**src/rtl/tmma_pkg.sv**
```systemverilog
// shared constants and types for the temperature min/max alarm monitor
package tmma_pkg;

    localparam int SAMPLE_BITS     = 9;
    localparam int HOLDOFF_SECONDS = 60;
    localparam int HOLD_BITS       = $clog2(HOLDOFF_SECONDS + 1);
    localparam int ALARM_BITS      = 2;
    localparam int CFG_INDEX_BITS  = 2;

    localparam int S_TDATA_BITS = ((SAMPLE_BITS + 7) / 8) * 8;
    localparam int M_FIELD_BITS = 3 * SAMPLE_BITS + ALARM_BITS;
    localparam int M_TDATA_BITS = ((M_FIELD_BITS + 7) / 8) * 8;

    typedef logic signed [SAMPLE_BITS-1:0] temp_t;
    typedef logic [HOLD_BITS-1:0]          hold_t;

    typedef enum logic [ALARM_BITS-1:0] {
        ALARM_NONE = 2'd0,
        ALARM_LOW  = 2'd1,
        ALARM_HIGH = 2'd2
    } alarm_t;

    typedef enum logic [CFG_INDEX_BITS-1:0] {
        REG_LOW_THRESHOLD  = 2'd0,
        REG_HIGH_THRESHOLD = 2'd1
    } cfg_index_t;

    typedef enum logic {
        CMD_SAMPLE = 1'b0,
        CMD_TICK   = 1'b1
    } cmd_t;

    localparam temp_t LOW_THRESHOLD_RESET  = temp_t'(0);
    localparam temp_t HIGH_THRESHOLD_RESET = temp_t'(100);
    localparam hold_t HOLD_LOAD            = hold_t'(HOLDOFF_SECONDS);

endpackage

```
**src/rtl/temperature_min_max_alarm.sv**
```systemverilog
// temperature min/max alarm monitor: top level
//
// Each input beat is a temperature sample or a one-second tick and yields exactly one
// result beat, registered in the cycle after acceptance, with the current, minimum and
// maximum temperature and an alarm code. The whole update is a single compare-and-select
// pass from the state registers into the output register, so a beat is taken every
// cycle while the output is free or being drained (throughput one beat per cycle).
// The first sample loads all three temperatures without an alarm check. After an alarm
// the shared holdoff counter blocks alarms for 60 ticks; a threshold write clears it.
// Thresholds are to be written only while no beat is in flight, which the block does
// not enforce; cfg_ready is always high and indexes other than 0 and 1 are ignored.
module temperature_min_max_alarm (
    input  logic                                aclk,
    input  logic                                aresetn,
    input  logic                                s_tvalid,
    output logic                                s_tready,
    input  logic [tmma_pkg::S_TDATA_BITS-1:0]   s_tdata,   // sample, zero pad
    input  logic                                s_tuser,   // cmd
    output logic                                m_tvalid,
    input  logic                                m_tready,
    output logic [tmma_pkg::M_TDATA_BITS-1:0]   m_tdata,   // current_temp, minimum_temp,
                                                           // maximum_temp, alarm, zero pad
    input  logic                                cfg_valid,
    output logic                                cfg_ready,
    input  logic [tmma_pkg::CFG_INDEX_BITS-1:0] cfg_index,
    input  logic [tmma_pkg::SAMPLE_BITS-1:0]    cfg_data
);
    import tmma_pkg::*;

    logic   seen_first_reg, seen_first_next;
    temp_t  current_reg, current_next;
    temp_t  minimum_reg, minimum_next;
    temp_t  maximum_reg, maximum_next;
    hold_t  hold_reg, hold_next;
    temp_t  low_thr_reg, low_thr_next;
    temp_t  high_thr_reg, high_thr_next;
    logic   m_valid_reg, m_valid_next;
    logic [M_TDATA_BITS-1:0] m_data_reg, m_data_next;

    logic   s_fire;
    logic   cfg_fire;
    temp_t  sample;
    alarm_t alarm;

    assign s_tready  = !m_valid_reg || m_tready;
    assign s_fire    = s_tvalid && s_tready;
    assign cfg_ready = 1'b1;
    assign cfg_fire  = cfg_valid && cfg_ready;
    assign sample    = temp_t'(s_tdata[SAMPLE_BITS-1:0]);
    assign m_tvalid  = m_valid_reg;
    assign m_tdata   = m_data_reg;

    always_comb begin
        seen_first_next = seen_first_reg;
        current_next    = current_reg;
        minimum_next    = minimum_reg;
        maximum_next    = maximum_reg;
        hold_next       = hold_reg;
        low_thr_next    = low_thr_reg;
        high_thr_next   = high_thr_reg;
        alarm           = ALARM_NONE;

        if (s_fire) begin
            if (cmd_t'(s_tuser) == CMD_TICK) begin
                if (hold_reg != '0) begin
                    hold_next = hold_reg - hold_t'(1);
                end
            end else if (!seen_first_reg) begin
                seen_first_next = 1'b1;
                current_next    = sample;
                minimum_next    = sample;
                maximum_next    = sample;
            end else begin
                current_next = sample;
                if (sample < minimum_reg) begin
                    minimum_next = sample;
                end
                if (sample > maximum_reg) begin
                    maximum_next = sample;
                end
                if (hold_reg == '0) begin
                    if (minimum_next < low_thr_reg) begin
                        alarm = ALARM_LOW;
                    end else if (maximum_next > high_thr_reg) begin
                        alarm = ALARM_HIGH;
                    end
                    if (alarm != ALARM_NONE) begin
                        hold_next = HOLD_LOAD;
                    end
                end
            end
        end

        if (cfg_fire) begin
            case (cfg_index_t'(cfg_index))
                REG_LOW_THRESHOLD: begin
                    low_thr_next = temp_t'(cfg_data);
                    hold_next    = '0;
                end
                REG_HIGH_THRESHOLD: begin
                    high_thr_next = temp_t'(cfg_data);
                    hold_next     = '0;
                end
                default: begin
                end
            endcase
        end

        m_valid_next = m_valid_reg && !m_tready;
        m_data_next  = m_data_reg;
        if (s_fire) begin
            m_valid_next = 1'b1;
            m_data_next  = M_TDATA_BITS'({alarm, maximum_next, minimum_next, current_next});
        end
    end

    always_ff @(posedge aclk) begin
        if (!aresetn) begin
            seen_first_reg <= 1'b0;
            current_reg    <= '0;
            minimum_reg    <= '0;
            maximum_reg    <= '0;
            hold_reg       <= '0;
            low_thr_reg    <= LOW_THRESHOLD_RESET;
            high_thr_reg   <= HIGH_THRESHOLD_RESET;
            m_valid_reg    <= 1'b0;
        end else begin
            seen_first_reg <= seen_first_next;
            current_reg    <= current_next;
            minimum_reg    <= minimum_next;
            maximum_reg    <= maximum_next;
            hold_reg       <= hold_next;
            low_thr_reg    <= low_thr_next;
            high_thr_reg   <= high_thr_next;
            m_valid_reg    <= m_valid_next;
        end
    end

    always_ff @(posedge aclk) begin
        m_data_reg <= m_data_next;
    end

endmodule
```
**config.mk**
```make
export PLATFORM = sky130hd
export DESIGN_NAME = temperature_min_max_alarm
export DESIGN_NICKNAME = d
export VERILOG_FILES = /design/src/rtl/tmma_pkg.sv /design/src/rtl/temperature_min_max_alarm.sv
export SDC_FILE = /design/constraint.sdc
export NUM_CORES = 1
export LEC_CHECK = 0
export ABC_CLOCK_PERIOD_IN_PS = 4050
export BUFFER_PORTS_ARGS = -buffer_cell sky130_fd_sc_hd__buf_4
export CORE_MARGIN = 4
export CORE_UTILIZATION = 46
export DETAILED_ROUTE_END_ITERATION = 10
export HOLD_SLACK_MARGIN = 0.02
export PLACE_DENSITY = 0.67
export SKIP_LAST_GASP = 1
export SYNTH_ARGS = -nofsm -noshare
export SYNTH_HDL_FRONTEND = slang
export SYNTH_SLANG_ARGS = --single-unit
```
**constraint.sdc**
```tcl
create_clock -name aclk -period 4.05 [get_ports aclk]
set_clock_uncertainty 0.05 [all_clocks]
set_input_delay 0.405 -clock aclk [delete_from_list [all_inputs] [get_ports aclk]]
set_output_delay 0.405 -clock aclk [all_outputs]
set_load 0.01 [all_outputs]
```
; Word level (Yosys, flattened, before mapping)
; Cells that the tools add are included.
[op_classes]
order_cmp = 4
bitwise_logic = 3
addsub = 1
eq_ne = 1
n_reduce_logical = 14
n_mux = 31
[ops]
columns = operator, count
row1 = two-way mux 9 bit, 16
row2 = two-way mux 6 bit, 8
row3 = > comparator 9 bit, 2
row4 = < comparator 9 bit, 2
row5 = two-way mux 2 bit, 6
row6 = zero test 6 bit, 1
row7 = AND reduction 2 bit, 3
row8 = nonzero test 6 bit, 1
row9 = subtractor 6 x 1 -> 6 bit (second input constant), 1
row10 = inverter 1 bit, 3
row11 = OR reduction 3 bit, 1
row12 = equality test 2 x 1 -> 1 bit (second input constant), 1
row13 = logical AND 1 bit, 2
row14 = zero test 1 bit, 2
row15 = zero test 2 bit, 1
row16 = nonzero test 2 bit, 1
row17 = OR reduction 2 bit, 1
row18 = logical OR 1 bit, 1
row19 = two-way mux 1 bit, 1
[word_totals]
in_bits = 33
register_bits = 82

; Longest topological paths before layout
; Gate-level depths: netlist of run 1.
[logic_depth]
word_depth = 20
ltp_mapped = 15
depth_no_buf = 15

; Worst setup path before layout of run 1
; No wires, ideal clock.
[synth_path]
kind = input to register
start = in s_tdata[8] (netlist name)
end = reg m_data_reg[28] (netlist: m_tdata[28]), data pin
stages = 12
n_path_buf = 0
path_slack_ps = 561
arrival_time_ps = 3184
setup_ps = 255
t_required_ps = 3745
cell_sequence = ha_1 nand4_1 or3_1 o311ai_4 mux2_2 ha_1 nor3b_1 nor4b_1 a221oi_1 inv_1 nand2_1 and3_1
[synth_between]
elab_chain_cells = 12
word_cells_on_any_way = 18
[synth_lines]
columns = item, line_no
row1 = "start, declared", temperature_min_max_alarm.sv:17  ; input logic [tmma_pkg::S_TDATA_BITS-1:0] s_tdata,
row2 = > comparator 9 bit, temperature_min_max_alarm.sv:78  ; if (sample > maximum_reg) begin
row3 = two-way mux 9 bit, temperature_min_max_alarm.sv:78
row4 = two-way mux 9 bit, temperature_min_max_alarm.sv:68  ; end else if (!seen_first_reg) begin
row5 = two-way mux 9 bit, temperature_min_max_alarm.sv:64  ; if (cmd_t'(s_tuser) == CMD_TICK) begin
row6 = two-way mux 9 bit, temperature_min_max_alarm.sv:63  ; if (s_fire) begin
row7 = > comparator 9 bit, temperature_min_max_alarm.sv:84  ; end else if (maximum_next > high_thr_reg) begin
row8 = two-way mux 2 bit, temperature_min_max_alarm.sv:84
row9 = two-way mux 2 bit *, temperature_min_max_alarm.sv:82  ; if (minimum_next < low_thr_reg) begin
row10 = two-way mux 2 bit *, temperature_min_max_alarm.sv:81  ; if (hold_reg == '0) begin
row11 = two-way mux 2 bit *, temperature_min_max_alarm.sv:68
row12 = two-way mux 2 bit *, temperature_min_max_alarm.sv:64
row13 = two-way mux 2 bit *, temperature_min_max_alarm.sv:63
row14 = "end signal, assigned", temperature_min_max_alarm.sv:140  ; m_data_reg <= m_data_next;
row15 = "end, declared", temperature_min_max_alarm.sv:38  ; logic [M_TDATA_BITS-1:0] m_data_reg, m_data_next;
; Every way passes the cells marked *; elsewhere a longest branch is shown, timed or not. The select of a mux whose other input is x is not followed.
; A chain may end at the register's enable or synchronous reset.

; Final worst setup path of run 1
[layout_path]
start = reg maximum_reg[7]
end = reg m_data_reg[28] (netlist: m_tdata[28]), data pin
[layout_between]
elab_chain_cells = 12
[layout_lines]
columns = item, line_no
row1 = "start, declared", temperature_min_max_alarm.sv:33  ; temp_t maximum_reg, maximum_next;
row2 = "start signal, assigned", temperature_min_max_alarm.sv:131  ; maximum_reg <= maximum_next;
row3 = > comparator 9 bit, temperature_min_max_alarm.sv:78
row4 = two-way mux 9 bit *, temperature_min_max_alarm.sv:78
row5 = two-way mux 9 bit *, temperature_min_max_alarm.sv:68
row6 = two-way mux 9 bit *, temperature_min_max_alarm.sv:64
row7 = two-way mux 9 bit *, temperature_min_max_alarm.sv:63
row8 = > comparator 9 bit *, temperature_min_max_alarm.sv:84
row9 = two-way mux 2 bit *, temperature_min_max_alarm.sv:84
row10 = two-way mux 2 bit *, temperature_min_max_alarm.sv:82
row11 = two-way mux 2 bit *, temperature_min_max_alarm.sv:81
row12 = two-way mux 2 bit *, temperature_min_max_alarm.sv:68
row13 = two-way mux 2 bit *, temperature_min_max_alarm.sv:64
row14 = two-way mux 2 bit *, temperature_min_max_alarm.sv:63
; Marks and branches as above.

==> results of run 1 <==
## Yosys cell counts, drive strengths merged (2+ instances only)
master / count
dfxtp: 53
nand2: 43
inv: 42
mux2: 41
ha: 35
edfxtp: 29
mux2i: 29
nor2b: 21
and2: 20
clkbuf: 11
o21ai: 11
a21oi: 10
nor2: 10
nand3: 8
buf: 7
nand4: 6
a31oi: 5
nand2b: 4
nor3: 4
o211ai: 4
o21a: 3
a2111oi: 2
a21boi: 2
a21o: 2
a22oi: 2
a41oi: 2
conb: 2
nand3b: 2
nor3b: 2
nor4: 2
or2: 2
or3: 2
## timing repair
item	in CTS	in global routing
endpoints found under the hold margin	0	0
resized for setup	0	2
setup endpoints to repair	0	5
## through the flow
stage                     instances  setup TNS, ns  area (um2)  total power [mW]  hold slack (ns)
after floorplan                 437              0        4530              1.27            0.404
after global placement          610              0        5060              1.41            0.424
after detailed placement        610              0        5060              1.42            0.431
after CTS                       626              0        5250              2.01            0.238
after global routing            626        -0.0162        5260              2.11            0.246
final                           626              0        5260              2.00            0.252
## worst max-delay path, delay by kind of cell (launching register included)
kind                       cells  cell delay (ns)
AOI/OAI and AO/OA              3             0.54
buffers and inverters          2             0.26
and+or+nand+nor                6             1.32
muxes                          1             0.34
DFF                            1             0.41
adders and majority gates      2             0.59
## per-layer routing
| metal | share of wire (%) | wire, um | GRT usage (%) |
|---|---|---|---|
| met5 | 0 | 0 | 0 |
| met4 | 1.4 | 139 | 5.75 |
| met3 | 6.3 | 609 | 2.95 |
| met2 | 45 | 4370 | 27.1 |
| met1 | 47 | 4540 | 25.6 |
## layout make-up
type                    instances  area (um2)  area share (%)
multi-input cells             295        2350            44.8
flip-flops and latches         82        1930            36.7
repair buffers                 62         465            8.85
clock inverters                 4        51.3           0.976
clock buffers                  12         135            2.57
inverters                      42         158            3.00
well taps                     129         161            3.07
## final timing paths
kind,to,slack [ns],cells past startpoint
worst min-delay path,high_thr_reg[2],0.25,3
worst max register to register,m_tdata[28],0.28,14
worst min register to register,maximum_reg[4],0.44,2
worst max-delay path,m_tdata[28],0.28,14
## power breakdown
part	total (mW)	internal, mW	switching (mW)	leakage, nW
combinational	0.468	0.223	0.244	1.39
sequential	0.937	0.909	0.0283	0.724
clock	0.591	0.288	0.304	0.0910
total	2.00	1.42	0.577	2.20
## cells by family after synthesis
kind of cell	share of synthesized area, %
adder cells (fa/ha/maj)	9.69
multiplexers	17.3
flip-flops	42.8
AO/OA/AOI/OAI	9.61
other	0.166
buffers and inverters	5.43
AND/OR/NAND/NOR	15.0
==> impl_metrics.py, run 1 <==
metrics = {
    "sta": {
        "final_period_minus_worst_setup_slack_ns": 3.77,
        "final_max_slew_viols": 0,
        "maxSlewHeadroom_pct": 32.6,
        "setup_viol_count_final": 0,
        "finalWorstSetupSlack_ns": 0.281,
        "final_hold_viol_count": 0,
        "final_period_util_pct": 93.1,
        "max_clock_freq_mhz": 265,
        "timing_worst_slew_pin_value_ns": 1.01,
    },
    "outcome": {
        "run_status": "complete, no violations",
    },
    "synth": {
        "ys_async_sr_fraction_pct": 0,
        "synth_area_um2": 4520,
        "number_of_enable_flip_flop_cells_after_synthesis": 29,
        "seq_area_frac_synth_pct": 42.8,
        "syn_avg_cell_area_um2": 10.4,
        "synth.top_cells.by_area": "dfxtp_1, edfxtp_1, ha_1",
        "yosysUniqueCellTypes": 58,
        "synth_top_area_share_pct": 23.5,
        "synth-warning-count": 0,
        "synth_register_bits": 82,
        "postSynthCellCount": 435,
        "postSynth.topFlopCell": "dfxtp_1",
        "yosysTopAreaCell": "dfxtp_1",
    },
    "critical_path": {
        "crit_path_max_fanout": 6,
        "timing.critical_path.slowest_stage_cell": "nor4_1",
        "worst_ep_required_time_ns": 4.11,
        "worstPathCellList": "inv_1, ha_1, nand2_1, nor4_1, a21oi_2, nor2_2, buf_4, mux2_2, ha_1, nand4_1, o221ai_1, o21a_1, nand2_1, and3_1",
        "crit_path_end_kind": "register",
        "crit_start": "maximum_reg[7]",
        "critPathKind": "register to register",
        "slowest_delay_ns": 0.42,
        "sort_of_element_at_the_start_of_the_critical_path": "register",
        "crit_arrival_ns": 3.83,
        "r2r-start": "maximum_reg[7]",
    },
    "clocking": {
        "tritoncts_clock_tree": "yes",
        "cts.htree.levels": 3,
        "clockRootBuffer": "clkbuf_8",
        "cts.clk_slew.worst_paths_ns": 0.09,
        "clkLatencyLatePin_ns": 0.35,
        "clock_sink_count": 82,
        "number_of_buffers_on_the_longest_clock_path": 2,
        "cts_buffers": 9,
        "cts_hold_buf": 0,
        "post-cts-setup-buffers": 0,
    },
    "final_layout": {
        "final_common_cell": "buf_4",
        "layout_filler_cell_count": 823,
        "mostFrequentLayoutCells": "buf_4, dfxtp_1, nand2_1",
        "max_ffs_per_register": 29,
        "post-route-util_pct": 55.8,
        "finalNetCount": 560,
        "drive_above_1_share_pct": 24.5,
        "antenna_cells_inserted": 0,
        "synthToLayoutAreaGrowth_pct": 16.4,
    },
    "global_route": {
        "first_global_vias": 3064,
        "grt.overflow.total": 0,
        "grt_pass1_wl_um": 16000,
        "grt_max_degree": 58,
        "grt_antenna_before_repair": 0,
        "grtUsageTotal_pct": 17.8,
    },
    "detailed_routing": {
        "postRouteWirelength_um": 9660,
        "drt-vias-per-instance": 5.20,
        "dr_total_vias": 3254,
        "drc_errors": 0,
        "firstDrtPassIters": 5,
        "first_iter_violations": 174,
        "postRouteAntennaNets": 0,
        "wl_per_cell_um": 15.4,
    },
    "floorplan": {
        "start_util_pct": 48.0,
        "dieArea_um2": 11500,
        "die_h_um": 107,
        "num_io_pins": 68,
        "fp.coreArea_um2": 9420,
        "row_count": 35,
        "die_w_um": 107,
    },
    "worst_hold_path": {
        "holdCritPathClass": "input pin to register",
        "worst_hold_startpoint": "cfg_data[2]",
    },
    "place": {
        "place_hpwl_um": 6970,
        "worst_slack_at_placement_ns": 0.0825,
        "port_buffers": 56,
        "gp_routability_congestion": 0.892,
    },
    "flow_run": {
        "cap_violations": 0,
    },
    "power_and_ir_drop": {
        "cellLeakagePower_nw": 2.20,
        "max-vdd-ir-drop_uv": 200,
        "powerDensity_nw_per_um2": 380,
    },
}
Power figures use the tool's default switching activity.
==> run 2, diff against run 1 <==
- HOLD_SLACK_MARGIN: 0.02 -> default
- REMOVE_ABC_BUFFERS: default -> 1
==> run 2 against run 1 <==
Compared with the run above:
- critical path depth decreased by 1
- register-to-register slack improved by 0.03 ns
- worst setup slack improved by 0.035 ns
- cell count unchanged
- clock power about the same
- maximum frequency increased by 0.93%
- wire length decreased by 4.7%
- largest cell class unchanged
- combinational power decreased by 0.9%
- power decreased by 0.36%
- via count decreased by 0.12%
==> impl_metrics.py, run 2 (synthesis gave the netlist of run 1 again) <==
metrics = {
    "outcome": {
        "run_status": "complete, no violations",
    },
    "clocking": {
        "post-cts-setup-buffers": 0,
        "cts.clk_slew.worst_paths_ns": 0.09,
        "cts_resized": 0,
        "clockRootBuffer": "clkbuf_8",
        "number_of_buffers_on_the_longest_clock_path": 2,
        "cts_hold_buf": 0,
        "cts_buffers": 9,
        "clock_sink_count": 82,
        "cts.htree.levels": 3,
        "clkLatencyLatePin_ns": 0.35,
        "tritoncts_clock_tree": "yes",
    },
    "global_route": {
        "grt_max_degree": 58,
        "first_global_vias": 3153,
        "grtUsageTotal_pct": 16.6,
        "grt_antenna_before_repair": 0,
        "grt_pass1_wl_um": 15300,
        "grt.overflow.total": 0,
    },
    "sta": {
        "max_clock_freq_mhz": 268,
        "timing_worst_slew_pin_value_ns": 1.01,
        "final_period_minus_worst_setup_slack_ns": 3.73,
        "final_hold_viol_count": 0,
        "rsz0062_at_grt": "false",
        "final_max_slew_viols": 0,
        "maxSlewHeadroom_pct": 32.7,
        "setup_viol_count_final": 0,
        "final_period_util_pct": 92.2,
        "final.setup.tns_ns": 0,
    },
    "critical_path": {
        "crit_arrival_ns": 3.80,
        "critPathKind": "register to register",
        "crit_start": "minimum_reg[8]",
        "r2r_slack_ns": 0.32,
        "crit_path_max_fanout": 10,
        "worst_ep_required_time_ns": 4.11,
        "endpoint_of_the_worst_slack_reg_to_reg_timing_path": "m_tdata[28]",
        "r2r-start": "minimum_reg[8]",
        "crit_path_end_kind": "register",
        "sort_of_element_at_the_start_of_the_critical_path": "register",
        "reg2regPathDepth": 13,
    },
    "detailed_routing": {
        "dr_total_vias": 3250,
        "firstDrtPassIters": 6,
        "postRouteAntennaNets": 0,
        "postRouteWirelength_um": 9200,
        "drc_errors": 0,
        "drt-vias-per-instance": 5.19,
        "wl_per_cell_um": 14.7,
        "first_iter_violations": 121,
    },
    "floorplan": {
        "fp.coreArea_um2": 9420,
        "num_io_pins": 68,
        "start_util_pct": 48.0,
        "die_w_um": 107,
        "dieArea_um2": 11500,
        "die_h_um": 107,
        "row_count": 35,
    },
    "flow_run": {
        "cap_violations": 0,
    },
    "place": {
        "dp_area_um2": 5060,
        "gp_routability_congestion": 0.881,
        "count_of_placed_standard_cells_including_taps": 610,
        "place_hpwl_um": 6810,
        "port_buffers": 56,
    },
    "worst_hold_path": {
        "hold_path_end": "high_thr_reg[5]",
        "worst_hold_startpoint": "cfg_data[5]",
        "holdCritPathClass": "input pin to register",
        "hold_depth": 3,
    },
    "final_layout": {
        "drive_above_1_share_pct": 24.3,
        "layout.cell_area.non_filler_um2": 5260,
        "max_ffs_per_register": 29,
        "final_common_cell": "buf_4",
        "synthToLayoutAreaGrowth_pct": 16.4,
        "finalNetCount": 560,
        "finish.cell_count_without_fillers": 626,
        "antenna_cells_inserted": 0,
        "mostFrequentLayoutCells": "buf_4, dfxtp_1, nand2_1",
    },
    "power_and_ir_drop": {
        "cellLeakagePower_nw": 2.20,
        "powerDensity_nw_per_um2": 378,
        "max-vdd-ir-drop_uv": 174,
    },
}
[run 2: cell count changes in the layout (fill, tap and decap cells not counted), sizes merged]
cell | before | now
clkinvlp | 1 | 2
clkbuf | 12 | 10
clkinv | 1 | 2
[run 2: critical path, cell delays in order, from the launching register on]
cell      delay [ns]
dfxtp_1         0.39
inv_1           0.06
ha_1            0.32
nand4_1         0.18
or3_1           0.45
o311ai_4        0.22
mux2_2          0.41
ha_1            0.31
nor3b_1         0.23
nor4b_1         0.34
a221oi_1        0.16
inv_1           0.11
nand2_1         0.07
and3_1          0.19
[run 2: power by group]
group / internal [mW] / switching (mW) / total (mW)
clock: 0.286 / 0.302 / 0.588
combinational: 0.225 / 0.239 / 0.464
sequential: 0.909 / 0.0281 / 0.937
[run 2: through the flow]
step	power, mW	hold slack, ns	setup slack (ns)	util [%]
5_1_grt	2.10	0.268	0.0686	55.9
6_report	1.99	0.255	0.316	55.9
4_1_cts	2.01	0.241	0.291	55.9
2_1_floorplan	1.26	0.404	0.315	-
3_5_place_dp	1.42	0.431	0.168	53.8
3_3_place_gp	1.41	0.423	0.169	53.8
[run 2: per-layer routing]
layer / vias to the layer above / GRT usage [%] / share of wire [%]
li1: 1646 / - / -
met1: 1523 / 22.8 / 49
met2: 65 / 26.3 / 45
met3: 16 / 2.89 / 4.2
met4: 0 / 6.03 / 1.7
met5: - / 0 / 0
[run 2: worst max path at each step]
stage	endpoint	slack, ns
3_5_place_dp	m_tdata[28]	0.17
2_1_floorplan	m_tdata[18]	0.31
6_report	m_tdata[28]	0.32
5_1_grt	m_tdata[28]	0.07
4_1_cts	m_tdata[28]	0.29
3_3_place_gp	m_tdata[28]	0.17
[run 2: cell type report]
class	count	area, um2
Clock buffer	10	128
Clock inverter	6	66.3
Fill cell	829	4160
Inverter	42	158
Multi-Input combinational cell	295	2350
Sequential cell	82	1930
Tap cell	129	161
Timing Repair Buffer	62	465
==> run 3, diff against run 2 <==
- CELL_PAD_IN_SITES_DETAIL_PLACEMENT: default -> 0
- CELL_PAD_IN_SITES_GLOBAL_PLACEMENT: default -> 1
- CORE_UTILIZATION: 46 -> 40
- PLACE_DENSITY: 0.67 -> default
- PLACE_DENSITY_LB_ADDON: default -> 0.1
==> run 3 against run 2 <==
Compared with the run above:
- cell area is 1.4% higher
- die area is 14% higher
- combinational power hardly changed
- critical path depth stayed put
- global-route usage is 0.49 points lower
- sequential power hardly changed
- power is 7.4% higher
- critical path type unchanged
- largest cell class unchanged
==> impl_metrics.py, run 3 (synthesis gave the netlist of run 1 again) <==
metrics = {
    "floorplan": {
        "row_count": 38,
        "die_h_um": 114,
        "start_util_pct": 41.3,
        "fp.coreArea_um2": 10900,
        "num_io_pins": 68,
        "die_w_um": 114,
        "dieArea_um2": 13100,
    },
    "worst_hold_path": {
        "worst_hold_startpoint": "cfg_data[5]",
        "holdCritPathClass": "input pin to register",
    },
    "power_and_ir_drop": {
        "powerDensity_nw_per_um2": 401,
        "p_int_mw": 1.54,
        "max-vdd-ir-drop_uv": 256,
        "power.share.switching_pct": 27.9,
        "power.net_switching_uw": 596,
        "power.share.combinational_pct": 21.7,
        "cellLeakagePower_nw": 2.23,
        "p_total_mw": 2.14,
        "sequentialPowerShare_pct": 44.0,
        "power.share.clock_pct": 34.4,
    },
    "sta": {
        "timing_worst_slew_pin_value_ns": 1.04,
        "final.setup.tns_ns": 0,
        "rsz0062_at_grt": "false",
        "setup_viol_count_final": 0,
        "final_hold_viol_count": 0,
        "max_clock_freq_mhz": 263,
        "final_period_minus_worst_setup_slack_ns": 3.81,
        "final_period_util_pct": 94.0,
        "final_hold_slack_ns": 0.250,
        "final_max_slew_viols": 0,
        "maxSlewHeadroom_pct": 30.7,
    },
    "critical_path": {
        "critPathKind": "register to register",
        "slowest_delay_ns": 0.44,
        "crit_buf_inv": 2,
        "crit_path_max_fanout": 5,
        "timing.critical_path.slowest_stage_cell": "or3_1",
        "crit_start": "minimum_reg[6]",
        "sort_of_element_at_the_start_of_the_critical_path": "register",
        "crit_path_end_kind": "register",
        "r2r-start": "minimum_reg[6]",
        "crit_family": "simple AND/OR/NAND/NOR gates",
        "crit_arrival_ns": 3.86,
        "worstPathCellList": "inv_1, ha_1, nand4_1, or3_1, o311ai_4, mux2_2, ha_1, nor3b_1, nor4b_1, a221oi_1, inv_1, nand2_1, and3_1",
        "worst_ep_required_time_ns": 4.10,
    },
    "clocking": {
        "clkLatencyLatePin_ns": 0.34,
        "cts_buffers": 9,
        "cts_hold_buf": 0,
        "cts.clk_slew.worst_paths_ns": 0.06,
        "clock_sink_count": 82,
        "clockRootBuffer": "clkbuf_16",
        "cts.htree.levels": 3,
        "post-cts-setup-buffers": 0,
        "number_of_buffers_on_the_longest_clock_path": 2,
        "tritoncts_clock_tree": "yes",
    },
    "place": {
        "port_buffers": 56,
        "place_hpwl_um": 7220,
        "gp_routability_congestion": 0.855,
        "count_of_placed_standard_cells_including_taps": 619,
    },
    "detailed_routing": {
        "firstDrtPassIters": 6,
        "dr_total_vias": 3254,
        "drt-vias-per-instance": 5.12,
        "postRouteWirelength_um": 9790,
        "postRouteAntennaNets": 0,
        "drc_errors": 0,
        "wl_per_cell_um": 15.4,
        "first_iter_violations": 153,
    },
    "global_route": {
        "first_global_vias": 3238,
        "grt_pass1_wl_um": 16400,
        "grt_antenna_before_repair": 0,
        "grtUsageTotal_pct": 16.1,
        "grt_max_degree": 58,
        "grt.overflow.total": 0,
    },
    "final_layout": {
        "antenna_cells_inserted": 0,
        "finalNetCount": 558,
        "mostFrequentLayoutCells": "buf_4, dfxtp_1, nand2_1",
        "finish.cell_count_without_fillers": 635,
        "drive_above_1_share_pct": 24.2,
        "final_common_cell": "buf_4",
        "synthToLayoutAreaGrowth_pct": 18.1,
        "max_ffs_per_register": 29,
    },
    "outcome": {
        "run_status": "complete, no violations",
    },
    "flow_run": {
        "cap_violations": 0,
    },
}
run 3: cell types whose count changed in the layout (fill, tap and decap cells not counted):
| cell | before | now |
|---|---|---|
| inv_6 | 1 | 0 |
| buf_4 | 62 | 60 |
| bufinv_16 | 1 | 0 |
| nor2_1 | 10 | 9 |
| clkbuf_8 | 9 | 0 |
| clkbuf_16 | 0 | 9 |
| nor2_4 | 0 | 1 |
| clkinv_4 | 1 | 0 |
| clkinv_2 | 0 | 3 |
run 3: metrics by stage:
step	setup WS, ns	util [%]	cell area, um2
final	0.245	48.8	5330
after global placement	0.0256	46.3	5060
after floorplan	0.315	-	4440
after detailed placement	-0.0528	46.3	5060
after global routing	0.00326	48.8	5330
after CTS	0.113	48.7	5330
run 3: area by class of cell:
| cell class | instances | area (um2) |
|---|---|---|
| clock buffer | 10 | 229 |
| clock inverter | 6 | 33.8 |
| fill | 1022 | 5600 |
| inverter | 42 | 158 |
| multi-input combinational | 295 | 2360 |
| sequential | 82 | 1930 |
| tap | 140 | 175 |
| timing repair buffer | 60 | 450 |
run 3: worst paths after layout:
check | end | slack [ns] | cells after the start
setup / recovery | m_tdata[28] | 0.24 | 13
hold reg to reg | maximum_reg[8] | 0.45 | 2
setup reg to reg | m_tdata[28] | 0.24 | 13
hold / removal | high_thr_reg[5] | 0.25 | 3
run 3: power groups by stage:
stage / Clock, mW / Combinational (mW) / Sequential, mW
2_1_floorplan: 0 / 0.295 / 0.962
3_3_place_gp: 0 / 0.458 / 0.957
3_5_place_dp: 0 / 0.465 / 0.958
4_1_cts: 0.755 / 0.467 / 0.940
5_1_grt: 0.791 / 0.521 / 0.945
6_report: 0.734 / 0.463 / 0.940
run 3: worst min-delay path, cell delays in order:
cell and delay, ns:
buf_4 0.08, o21ai_0 0.07, nand2_1 0.06
run 3: metal layers:
layer	vias up	GRT usage, %	share of wire, %
met4	0	8.71	3.2
met2	80	24.6	43
met1	1519	21.1	49
met5	-	0	0
met3	20	3.75	4.7
li1	1635	-	-
run 3: repair_timing:
action,CTS,global route
gates resized for setup,0,2
hold endpoints to repair,0,0
setup endpoints to repair,0,7
